**config.mk**
```make
export PLATFORM = sky130hd
export DESIGN_NAME = ssbo_queue
export DESIGN_NICKNAME = d
export VERILOG_FILES = /design/src/rtl/ssbo_pkg.sv /design/src/rtl/ssbo_queue.sv
export SDC_FILE = /design/constraint.sdc
export NUM_CORES = 1
export LEC_CHECK = 0
export BUFFER_PORTS_ARGS = -buffer_cell sky130_fd_sc_hd__buf_2
export CAP_MARGIN = 0
export CORE_MARGIN = 5
export CORE_UTILIZATION = 40
export DETAILED_ROUTE_END_ITERATION = 8
export SLEW_MARGIN = 20
export SYNTH_ARGS = -nofsm -noshare
export SYNTH_HDL_FRONTEND = slang
export SYNTH_SLANG_ARGS = --single-unit
```
**constraint.sdc**
```tcl
create_clock -name clk -period 6.5 [get_ports clk]
set_input_delay 1.3 -clock clk [delete_from_list [all_inputs] [get_ports clk]]
set_output_delay 1.3 -clock clk [all_outputs]
set_load 0.02 [all_outputs]
```
**src/rtl/ssbo_pkg.sv**
```systemverilog
// Shared types, widths and codes for the swept-sphere box overlap block.
// Used by every module under rtl; depends on nothing else.
package ssbo_pkg;

	// Coordinate and fraction formats.
	localparam int CW    = 32;          // Q16.16 coordinate width
	localparam int FB    = 16;          // fraction bits, 2^FB means 1.0
	localparam int FW    = FB + 1;      // fraction field width
	localparam int DW    = CW + 1;      // segment delta per axis
	localparam int QW    = CW + 2;      // min + max - 2 * start per axis
	localparam int PW    = QW + DW;     // one product of the dot product
	localparam int SW    = PW + 2;      // signed dot product
	localparam int LW    = 2 * CW + 2;  // squared segment length
	localparam int DENW  = LW + 1;      // divisor, twice the squared length
	localparam int RW    = DENW + 1;    // divider remainder after shift
	localparam int ROOTW = LW / 2;      // integer root of the squared length
	localparam int PRW   = DW + FW + 1; // delta times fraction
	localparam int LOCW  = CW + 3;      // location on the segment
	localparam int EW    = CW + 4;      // signed excess per axis
	localparam int SQW   = 2 * (EW - 1);
	localparam int XW    = SQW + 2;     // sum of squared excesses
	localparam int RADW  = CW - 1;
	localparam int R2W   = 2 * RADW;
	localparam int DPW   = ROOTW + FW;  // root times fraction
	localparam int DLW   = DPW - FB;
	localparam int IDXW  = 3;
	localparam int INW   = 6 * CW;
	localparam int OUTRAW = 1 + FW + 7 * CW;
	localparam int OUTW  = ((OUTRAW + 7) / 8) * 8;
	localparam int QDEPTH = 4;
	localparam int QAW   = 2;

	localparam logic [FW-1:0] FRAC_ONE = FW'(1) << FB;

	// Register indexes of the configuration port.
	localparam logic [IDXW-1:0] REG_START_X = 3'd0;
	localparam logic [IDXW-1:0] REG_START_Y = 3'd1;
	localparam logic [IDXW-1:0] REG_START_Z = 3'd2;
	localparam logic [IDXW-1:0] REG_END_X   = 3'd3;
	localparam logic [IDXW-1:0] REG_END_Y   = 3'd4;
	localparam logic [IDXW-1:0] REG_END_Z   = 3'd5;
	localparam logic [IDXW-1:0] REG_RADIUS  = 3'd6;

	// How the fraction of one box is settled.
	typedef enum logic [1:0] {
		MODE_ZERO,
		MODE_ONE,
		MODE_DIV
	} ssbo_mode_t;

	// Trace setup sequencer.
	typedef enum logic [1:0] {
		ST_SETTLE,
		ST_ROOT,
		ST_IDLE
	} ssbo_state_t;

	// Box corners: min x, y, z then max x, y, z, lowest element first.
	typedef logic [5:0][CW-1:0] ssbo_box_t;

	// Values derived from the trace registers.
	typedef struct packed {
		logic [2:0][CW-1:0] s;
		logic [2:0][DW-1:0] d;
		logic [DENW-1:0]    den;
		logic               nz;
		logic [ROOTW-1:0]   root;
		logic [R2W-1:0]     r2;
	} ssbo_trace_t;

	// One classified box between the front and back parts.
	typedef struct packed {
		ssbo_mode_t      mode;
		logic [DENW-1:0] dot;
		ssbo_box_t       box;
	} ssbo_item_t;

endpackage

```
**src/rtl/ssbo_queue.sv**
```systemverilog
// Four-entry queue that decouples the front and back parts.
// Depends on ssbo_pkg.
module ssbo_queue (
	input  logic                  clk,
	input  logic                  arst_n,
	input  logic                  push,
	input  ssbo_pkg::ssbo_item_t  wr_item,
	output logic                  full,
	input  logic                  pop,
	output ssbo_pkg::ssbo_item_t  rd_item,
	output logic                  empty
);

	ssbo_pkg::ssbo_item_t mem_q [ssbo_pkg::QDEPTH];
	logic [ssbo_pkg::QAW-1:0] wr_ptr_q, rd_ptr_q;
	logic [ssbo_pkg::QAW:0]   cnt_q;

	assign full    = (cnt_q == (ssbo_pkg::QAW+1)'(ssbo_pkg::QDEPTH));
	assign empty   = (cnt_q == '0);
	assign rd_item = mem_q[rd_ptr_q];

	// Pointers and fill count.
	always_ff @(posedge clk or negedge arst_n) begin
		if (!arst_n) begin
			wr_ptr_q <= '0;
			rd_ptr_q <= '0;
			cnt_q    <= '0;
		end else begin
			if (push) wr_ptr_q <= wr_ptr_q + 1'b1;
			if (pop)  rd_ptr_q <= rd_ptr_q + 1'b1;
			if (push && !pop)      cnt_q <= cnt_q + 1'b1;
			else if (pop && !push) cnt_q <= cnt_q - 1'b1;
		end
	end

	// Entry storage.
	always_ff @(posedge clk) begin
		if (push) mem_q[wr_ptr_q] <= wr_item;
	end

	a_cnt_max: assert property (@(posedge clk) disable iff (!arst_n)
		cnt_q <= (ssbo_pkg::QAW+1)'(ssbo_pkg::QDEPTH)) else $error("queue count overflow");
	a_pop_nonempty: assert property (@(posedge clk) disable iff (!arst_n)
		pop |-> !empty) else $error("pop from empty queue");
	a_cnt_up: assert property (@(posedge clk) disable iff (!arst_n)
		(push && !pop) |=> cnt_q == $past(cnt_q) + 1'b1) else $error("queue count not advanced");

endmodule

```
# Word level (Yosys, flattened, before mapping)
# Memories as Yosys holds them, arrays and structs flattened.
# Cells that the tools add are included.
# word_totals
ff_bits	7
n_memories	1
ramBits	1044
# mem_list
memory	depth	width	rd	rd_clocked_by_memory_dff	write_ports	line	text
mem_q	4	261	1	0	1	ssbo_queue.sv:14	ssbo_pkg::ssbo_item_t mem_q [ssbo_pkg::QDEPTH];
# op_classes
n_eq_ne	1
n_reduce_logical	6
n_addsub	4
n_mux	4
# ops
cell	n
two-way mux 3 bit	2
adder 2 x 1 -> 2 bit, second input constant	2
adder 3 x 1 -> 3 bit, second input constant	1
== test 3 bit, second input constant	1
logical NOT 3 bit	1
subtractor 3 x 1 -> 3 bit, second input constant	1
logical AND 1 bit	2
logical NOT 1 bit	2
two-way mux 1 bit	2
nonzero test 2 bit	1

# Depth between registers and ports, before layout
# Gate-level depths: netlist (run 1).
# logic_depth
depth_word	4
depth_mapped	7
depth_no_buf	7

# Worst setup path after synthesis (run 1)
# Ideal clock, no wire load.
# synth_path
path_kind	input -> register
startpoint	in push
endpoint	mem mem_q[1][0] (netlist bit), enable pin
stages	1
setup_time_ns	0.654
setup_slack_ns	-1.351
arrival_ns	7.197
path_buffers	0
path_cell_list	and2_1
# synth_between
elab_chain_len	2
# synth_lines
item	line	text
start, declared	ssbo_queue.sv:6	input logic push,
two-way mux 1 bit	ssbo_queue.sv:38	if (push) mem_q[wr_ptr_q] <= wr_item;
two-way mux 1 bit (implied by the code)	ssbo_queue.sv:38	
end, declared	ssbo_queue.sv:14	
# No other way between the ends.

==> impl_metrics.csv, run 1 <==
group,metric,value,unit
cts,cts_setup_buffers,0,
worst_setup_path,cp_data_required_time,5.20,ns
finish,mostFrequentLayoutCells,"edfxtp_1, buf_2, mux4_2",
sta,tns,0,ns
sta,tightest_slew,1.098,ns
place,port_buffers,527,
floorplanning,fp-row-count,113,
synthesis,synth_top_family_by_area,"multiplexers",
finish,fillers,7667,
global_routing,overflow,0,
cts,clkSlewWorstSetupHoldPaths,0.06,ns
worst_setup_path,path_cells,"buf_12 > mux4_2 > buf_2",
cts,cts_buffers,109,
floorplanning,fp.dieH,318.0,um
cts,clkSinkCount,1051,
routing,avgViaCountPerCell,5.047,
worst_setup_path,critPathSlowestCell,"dfrtp_4",
cts,clkLatencyLatePin,0.67,ns
worst_setup_path,end_kind,"output port",
run,max_cap_viol_count,0,
place,gp_congestion,0.7201,
synthesis,synth_compound_area_frac,0.0001319,
routing,first_pass_iters,6,
finish,drive_gt1_frac,0.4658,
routing,drt-initial-drc-count,1198,
worst_setup_path,worstSetupPathType,"reg -> out",
worst_setup_path,critPathLaunchType,"flip-flop",
place,hpwl,47410,um
sta,drv_slew,0,
sta,finalSetupViolCount,0,
status,status,"finished clean",
floorplanning,io-pin-count,528,
synthesis,ys_seq_area_frac,0.8308,
sta,slew_headroom,0.2677,
sta,period_needed,4.485,ns
routing,drc,0,
synthesis,synthSimpleGateAreaFrac,0.001286,
synthesis,synth_area,37950,um^2
hold_path,min_path_type,"in -> async",
floorplanning,fp.dieW,318.0,um
worst_setup_path,rrSetupSlack,3.95,ns
pwr,power.total,21.91,mW
synthesis,ys_ff_latch,1051,
cts,ctsRootBufferMaster,"clkbuf_16",
routing,routedWlPerCell,23.38,um
sta,grt_setup_unrepaired,"no",
global_routing,grt_first_pass_wirelength,118800,um
pwr,p_leak,15.38,nW
sta,holdWs,0.4632,ns
cts,ctsHoldBuffers,0,
worst_setup_path,r2r_cells,4,
worst_setup_path,worst_r2r_endpoint,"mem_q[1][74]",
synthesis,syn_inst,1397,
finish,syn2layout_area_growth,20.41,%
floorplanning,core_area,94590,um^2
routing,ant_nets,0,
synthesis,synth-adder-area-share,0.002176,
sta,hold_viol,0,
routing,vias,17030,
global_routing,grt_usage,0.1545,
sta,finalCritPeriodShare,0.6900,
floorplanning,dieArea,101100,um^2
synthesis,syn_avg_cell_area,27.16,um^2
sta,max_freq,0.2230,GHz
synthesis,ys_warn_count,0,
finish,multi_input_area,6088,um^2
pwr,vdd_ir_drop_max,0.3566,mV
routing,wirelength,78870,um
pwr,power.density,479.5,nW/um^2
global_routing,grt_pass1_vias,18200,
worst_setup_path,worstPathMaxFanout,69,
global_routing,grt_antenna_before_repair,29,
floorplanning,initial_core_util,0.4012,
worst_setup_path,max_stage_delay,1.02,ns
finish,mostFrequentLayoutCell,"edfxtp_1",
cts,clock_path_buffers,3,
synthesis,synthXorXnorAreaFrac,0.001385,
cts,cts_resized,0,
cts,ctsHtreeMaxLevel,3,
global_routing,grt_max_degree,143,
synthesis,ys_types,19,
sta,skew,0.01325,ns
cts,tritoncts,"done",
finish,regArea,31530,um^2
worst_setup_path,cp.arrival,3.19,ns
synthesis,synth_nets,1668,
synthesis,synthMuxAreaShare,0.1552,
worst_setup_path,worstReg2RegStart,"wr_ptr_q[1]",
finish,nets,2269,
[where the power goes]
part | internal, mW | switching [mW]
sequential | 8.87 | 0.373
clock | 3.52 | 2.47
combinational | 2.60 | 4.09
[stage by stage]
step | cells | instance area [um^2] | worst slack, ns | util
final | 3373 | 45690 | 2.015 | 0.4831
after global routing | 3361 | 45660 | 1.721 | 0.4828
after CTS | 3354 | 45650 | 1.886 | 0.4826
after detailed placement | 3152 | 42180 | 2.648 | 0.4459
after global placement | 3151 | 42160 | 2.653 | 0.4457
after floorplan | 1397 | 37950 | 1.543 | -
[flip-flops by register name, indices dropped and copies added (netlist names)]
signal,count
rd_ptr_q,2
cnt_q,3
mem_q,1044
wr_ptr_q,2
[worst max-delay path by stage]
stage               slack, ns         from  depth (start not counted)            to
floorplan                1.54         push                          1   mem_q[3][0]
global placement         2.65  rd_ptr_q[0]                          3  rd_item[132]
detailed placement       2.65  rd_ptr_q[0]                          3  rd_item[181]
CTS                      1.89  rd_ptr_q[0]                          3  rd_item[181]
global route             1.72  rd_ptr_q[0]                          3  rd_item[127]
finish                   2.01  rd_ptr_q[0]                          3  rd_item[243]
[kinds of logic after synthesis]
kind of cell | Yosys count
AOI/OAI and AO/OA | 1
xor gates and xnor gates | 6
adders and majority gates | 6
buffers and inverters | 62
DFF | 1051
muxes | 262
and+or+nand+nor | 9
[synth_stat cells]
cell	instances	area (um^2)
dfrtp_1	7	175.2
edfxtp_1	1044	31350
xor2_1	4	35.03
mux2_2	1	11.26
and2_1	4	25.02
mux4_2	261	5878
buf_2	41	205.2
nor3b_1	1	7.510
clkbuf_1	7	26.28
fa_1	1	20.02
ha_1	5	62.56
buf_1	2	7.510
nand2_1	2	7.510
xnor2_1	2	17.52
inv_1	4	15.01
nor3_1	1	5.000
buf_6	8	90.09
nor2_1	1	3.750
o21ai_0	1	5.000
[per-layer routing]
metal | up-vias | part of all wire | wire length (um) | track usage
met2 | 545 | 0.50 | 39700 | 0.2574
met3 | 152 | 0.083 | 6535 | 0.05476
met5 | - | 0.0013 | 103 | 0
met4 | 16 | 0.027 | 2125 | 0.04643
li1 | 7364 | - | - | -
met1 | 8948 | 0.39 | 30400 | 0.1924
[cell type report]
type / count / area share
clock inverters: 70 / 0.01342
inverters: 4 / 0.0003286
repair buffers: 548 / 0.06473
multi-input cells: 284 / 0.1332
diodes: 19 / 0.001041
well taps: 1265 / 0.03464
flip-flops and latches: 1051 / 0.6901
clock buffers: 132 / 0.06251
[worst max-delay path: cells and delay by family, from the launching register on]
kind | cells | cell delay, ns
buffers and inverters | 2 | 0.62
DFF | 1 | 1.02
muxes | 1 | 0.62
Power figures use the tool's default switching activity.
==> run 2, diff against run 1 <==
==> constraint.sdc (replaced) <==
create_clock -name clk -period 4.3 [get_ports clk]
set_input_delay 0.86 -clock clk [delete_from_list [all_inputs] [get_ports clk]]
set_output_delay 0.86 -clock clk [all_outputs]
set_load 0.02 [all_outputs]
==> run 2 against run 1 <==
Effect of this change: non-clock buffer count is 43 higher; utilization rose by 0.26 points; final cell count rose by 0.68%; sequential power rose by 50%; critical endpoint is now rd_item[74].
==> impl_metrics.csv, run 2 (synthesis gave the netlist of run 1 again) <==
group,metric,value,unit
finish,mostFrequentLayoutCell,"edfxtp_1",
finish,mostFrequentLayoutCells,"edfxtp_1, buf_2, mux4_2",
run,max_cap_viol_count,0,
cts,ctsRootBufferMaster,"clkbuf_16",
global_routing,grt_antenna_before_repair,22,
pwr,power.density,720.9,nW/um^2
floorplanning,fp-row-count,113,
global_routing,grt_first_pass_wirelength,122400,um
worst_setup_path,end_kind,"output port",
sta,period_needed,3.568,ns
worst_setup_path,cp_data_required_time,3.44,ns
place,placed_cell_area,42570,um^2
worst_setup_path,worstSetupPathType,"reg -> out",
sta,hold_viol,0,
pwr,vdd_ir_drop_max,0.4812,mV
sta,finalSetupViolCount,0,
place,gp_congestion,0.7545,
status,status,"finished clean",
sta,slew_headroom,0.3853,
worst_setup_path,worstPathMaxFanout,25,
worst_setup_path,critPathLaunchType,"flip-flop",
routing,vias,17040,
sta,finalCritPeriodShare,0.8298,
finish,nets,2307,
finish,drive_gt1_frac,0.4755,
routing,drc,0,
floorplanning,core_area,94590,um^2
pwr,p_leak,15.55,nW
hold_path,min_path_type,"in -> reg",
routing,first_pass_iters,4,
global_routing,grt_usage,0.1601,
global_routing,grt_max_degree,75,
sta,tns,0,ns
place,hpwl,52930,um
routing,ant_nets,0,
finish,syn2layout_area_growth,21.07,%
cts,clkSlewWorstSetupHoldPaths,0.06,ns
sta,holdWs,0.4064,ns
place,port_buffers,527,
routing,routedWlPerCell,24.02,um
sta,skew,0.01202,ns
cts,clock_path_buffers,3,
global_routing,grt_pass1_vias,18530,
global_routing,overflow,0,
cts,clkLatencyLatePin,0.66,ns
cts,cts_resized,0,
cts,tritoncts,"done",
finish,biggestRegsByFlops,"mem_q x1044, cnt_q x3",
worst_setup_path,cp.arrival,2.71,ns
cts,cts_buffers,104,
floorplanning,io-pin-count,528,
cts,ctsHtreeMaxLevel,3,
finish,final_area,45940,um^2
sta,grt_setup_unrepaired,"no",
finish,largest_register_ffs,1044,
floorplanning,dieArea,101100,um^2
sta,tightest_slew,0.9221,ns
cts,clkSinkCount,1051,
finish,top_register,"mem_q",
sta,drv_slew,0,
floorplanning,fp.dieW,318.0,um
sta,max_freq,0.2803,GHz
routing,avgViaCountPerCell,5.017,
routing,drt-initial-drc-count,1234,
floorplanning,fp.dieH,318.0,um
finish,fillers,7691,
floorplanning,initial_core_util,0.4012,
routing,wirelength,81590,um
run 2: changes by cell type in the layout (fill, tap and decap cells not counted), sizes merged:
cell and change:
buf +42, diode -8, clkinv -7, clkbuf -5
clkinvlp +2, inv -2, dlygate4sd3 +1
run 2: through the flow:
step | setup slack, ns | util | instances | power, mW
3_5_place_dp | 1.314 | 0.4500 | 3194 | 24.86
2_1_floorplan | 1.173 | - | 1397 | 20.97
5_1_grt | 0.4907 | 0.4856 | 3391 | 34.75
3_3_place_gp | 1.311 | 0.4500 | 3194 | 24.72
6_report | 0.7320 | 0.4857 | 3396 | 33.12
4_1_cts | 0.5650 | 0.4854 | 3385 | 33.74
run 2: cell type report:
cell class / instances / area [um^2] / share of cell area
clock buffers: 127 / 2753 / 0.05991
flip-flops and latches: 1051 / 31530 / 0.6863
well taps: 1265 / 1583 / 0.03445
repair buffers: 591 / 3358 / 0.07310
clock inverters: 63 / 585.6 / 0.01275
multi-input cells: 284 / 6088 / 0.1325
inverters: 4 / 15.01 / 0.0003268
diodes: 11 / 27.53 / 0.0005991
run 2: final timing paths:
kind,start,endpoint,slack [ns],cells after the start
setup reg to reg,wr_ptr_q[1],mem_q[1][212],2.12,4
setup / recovery,rd_ptr_q[0],rd_item[74],0.73,3
hold / removal,wr_item[153],mem_q[0][153],0.41,1
max in group asynchronous,arst_n,rd_ptr_q[1],3.41,2
hold reg to reg,cnt_q[2],cnt_q[2],0.49,1
min in group asynchronous,arst_n,wr_ptr_q[0],0.65,2
run 2: worst max-delay path: stages (launching register included):
cell and delay, ns:
dfrtp_4 0.80, buf_4 0.46, mux4_2 0.58, buf_2 0.18
run 2: per-layer routing:
metal,part of all wire,track usage,vias to the layer above
li1,-,-,7415
met1,0.38,0.2009,8973
met2,0.51,0.2663,515
met3,0.085,0.05565,118
met4,0.022,0.04741,18
met5,0.0015,0,-
run 2: what timing repair did:
item / 4_1_cts / 5_1_grt
setup buffers: 0 / 0
hold buffers: 1 / 0
endpoints found under the hold margin: 2 / 0
run 2: where the power goes:
group | leakage [nW] | switching (mW) | internal [mW]
logic | 4.25 | 6.29 | 4.13
registers | 9.67 | 0.530 | 13.4
clock network | 1.63 | 3.66 | 5.14
total | 15.5 | 10.5 | 22.6
==> run 3, diff against run 2 <==
==> constraint.sdc (replaced) <==
create_clock -name clk -period 2.89 [get_ports clk]
set_input_delay 0.578 -clock clk [delete_from_list [all_inputs] [get_ports clk]]
set_output_delay 0.578 -clock clk [all_outputs]
set_load 0.02 [all_outputs]
==> run 3 against run 2 <==
Effect of this change: the flow now finishes with violations (setup timing); routed wire length grew 5.2%; worst setup slack got worse by 0.83 ns; critical path depth is 3 higher; final area is 4.4% higher; global-route usage rose by 0.33 points; final cell count rose by 2.1%; worst hold slack got worse by 0.29 ns; largest power group unchanged.
==> impl_metrics.csv, run 3 (synthesis gave the netlist of run 1 again) <==
group,metric,value,unit
status,status,"finished with violations",
status,violations,"setup timing",
place,placed_cell_area,43040,um^2
cts,clock_path_buffers,3,
finish,utilization,0.5071,
pwr,p_leak,16.42,nW
sta,holdWs,0.1170,ns
sta,grt_setup_unrepaired,"yes",
worst_setup_path,end_kind,"output port",
pwr,p_clk_frac,0.248,
pwr,p_seq_frac,0.387,
global_routing,grt_usage,0.1634,
routing,routedWlPerCell,24.76,um
global_routing,grt_pass1_vias,18780,
floorplanning,fp.dieH,318.0,um
routing,avgViaCountPerCell,5.058,
sta,max_freq,0.3349,GHz
pwr,net-switching-power,16.59,mW
routing,drt-initial-drc-count,1277,
global_routing,grt_antenna_before_repair,23,
cts,tritoncts,"done",
finish,biggestRegsByFlops,"mem_q x1044, cnt_q x3",
finish,top_register,"mem_q",
cts,ctsRootBufferMaster,"clkbuf_16",
worst_setup_path,critPathLaunchType,"flip-flop",
finish,drive_gt1_frac,0.4915,
sta,hold_viol,0,
cts,cts_buffers,104,
place,pre_cts_ws,0.4841,ns
worst_setup_path,cp.arrival,2.41,ns
finish,mostFrequentLayoutCells,"edfxtp_1, buf_2, mux4_2",
routing,ant_nets,0,
cts,ctsHtreeMaxLevel,3,
sta,period_needed,2.986,ns
sta,slew_headroom,0.6350,
routing,vias,17540,
finish,multi_input_area,6088,um^2
worst_setup_path,worstPathMaxFanout,5,
global_routing,grt_first_pass_wirelength,124800,um
pwr,netSwitchingFraction,0.3139,
finish,fillers,7454,
floorplanning,dieArea,101100,um^2
sta,drv_slew,0,
cts,clkSlewWorstSetupHoldPaths,0.06,ns
routing,wirelength,85850,um
routing,drc,0,
finish,syn2layout_area_growth,26.40,%
place,port_buffers,527,
worst_setup_path,cp_data_required_time,2.31,ns
place,hpwl,54090,um
pwr,power.total,52.87,mW
floorplanning,initial_core_util,0.4012,
sta,skew,0.01896,ns
cts,clkLatencyLatePin,0.67,ns
floorplanning,io-pin-count,528,
sta,finalSetupViolCount,156,
global_routing,overflow,0,
place,gp_congestion,0.7600,
floorplanning,fp-row-count,113,
sta,tightest_slew,0.5475,ns
pwr,intPower,36.28,mW
sta,setup_ws,-0.09566,ns
finish,final_area,47960,um^2
finish,largest_register_ffs,1044,
pwr,vdd_ir_drop_max,0.6471,mV
floorplanning,core_area,94590,um^2
routing,first_pass_iters,5,
global_routing,grt_max_degree,64,
floorplanning,fp.dieW,318.0,um
pwr,power.density,1102,nW/um^2
pwr,pwr-share-comb,0.365,
worst_setup_path,worstSetupPathType,"reg -> out",
hold_path,min_path_type,"in -> reg",
finish,regArea,31530,um^2
finish,nets,2372,
sta,finalCritPeriodShare,1.033,
cts,clkSinkCount,1051,
run,max_cap_viol_count,0,
finish,mostFrequentLayoutCell,"edfxtp_1",
## run 3: timing repair
item                       4_1_cts  5_1_grt
pin swaps                        0        0
gates resized for setup         38      231
setup buffers                    7       16
hold endpoints to repair         7        0
gates cloned                     5       15
setup endpoints to repair      226      236
hold buffers                     1        0
## run 3: cell type report
cell class | count | share of cell area
diodes | 14 | 0.0007304
clock buffers | 129 | 0.05710
inverters | 4 | 0.0003130
flip-flops and latches | 1051 | 0.6574
repair buffers | 656 | 0.1118
clock inverters | 65 | 0.01276
well taps | 1265 | 0.03300
multi-input cells | 284 | 0.1269
## run 3: per-stage QoR
| step | setup TNS, ns | std cells |
|---|---|---|
| final | -6.443 | 3468 |
| after global placement | 0 | 3218 |
| after CTS | -15.66 | 3425 |
| after global routing | -29.43 | 3460 |
| after floorplan | 0 | 1397 |
| after detailed placement | 0 | 3218 |
## run 3: worst max-delay path, cell delays in order, from the launching register on
cell and delay, ns:
dfrtp_4 0.52, buf_16 0.15, buf_16 0.13, buf_12 0.15, clkbuf_16 0.18, mux4_2 0.44
buf_6 0.15
## run 3: power by group through the flow
| stage | Clock, mW | Sequential, mW | Combinational (mW) |
|---|---|---|---|
| global placement | 0 | 20.6 | 16.7 |
| CTS | 13.5 | 20.5 | 17.5 |
| global route | 14.2 | 20.6 | 20.4 |
| finish | 13.1 | 20.4 | 19.3 |
| detailed placement | 0 | 20.8 | 16.7 |
| floorplan | 0 | 20.7 | 10.5 |
## run 3: routing by layer
| metal | global-route usage | vias to the layer above | wire length, um |
|---|---|---|---|
| li1 | - | 7555 | - |
| met1 | 0.2075 | 9253 | 33700 |
| met2 | 0.2751 | 579 | 43550 |
| met3 | 0.05024 | 134 | 6608 |
| met4 | 0.04653 | 20 | 1885 |
| met5 | 0 | - | 111 |
## run 3: worst paths after layout
| check | start | endpoint | slack [ns] | depth (start not counted) |
|---|---|---|---|---|
| max | rd_ptr_q[0] | rd_item[248] | -0.1 | 6 |
| min | wr_item[128] | mem_q[3][128] | 0.12 | 1 |
| max reg2reg | wr_ptr_q[0] | mem_q[2][239] | 0.98 | 5 |
| min reg2reg | cnt_q[2] | cnt_q[2] | 0.51 | 1 |
| max in group asynchronous | arst_n | rd_ptr_q[0] | 2.30 | 2 |
| min in group asynchronous | arst_n | wr_ptr_q[0] | 0.35 | 2 |
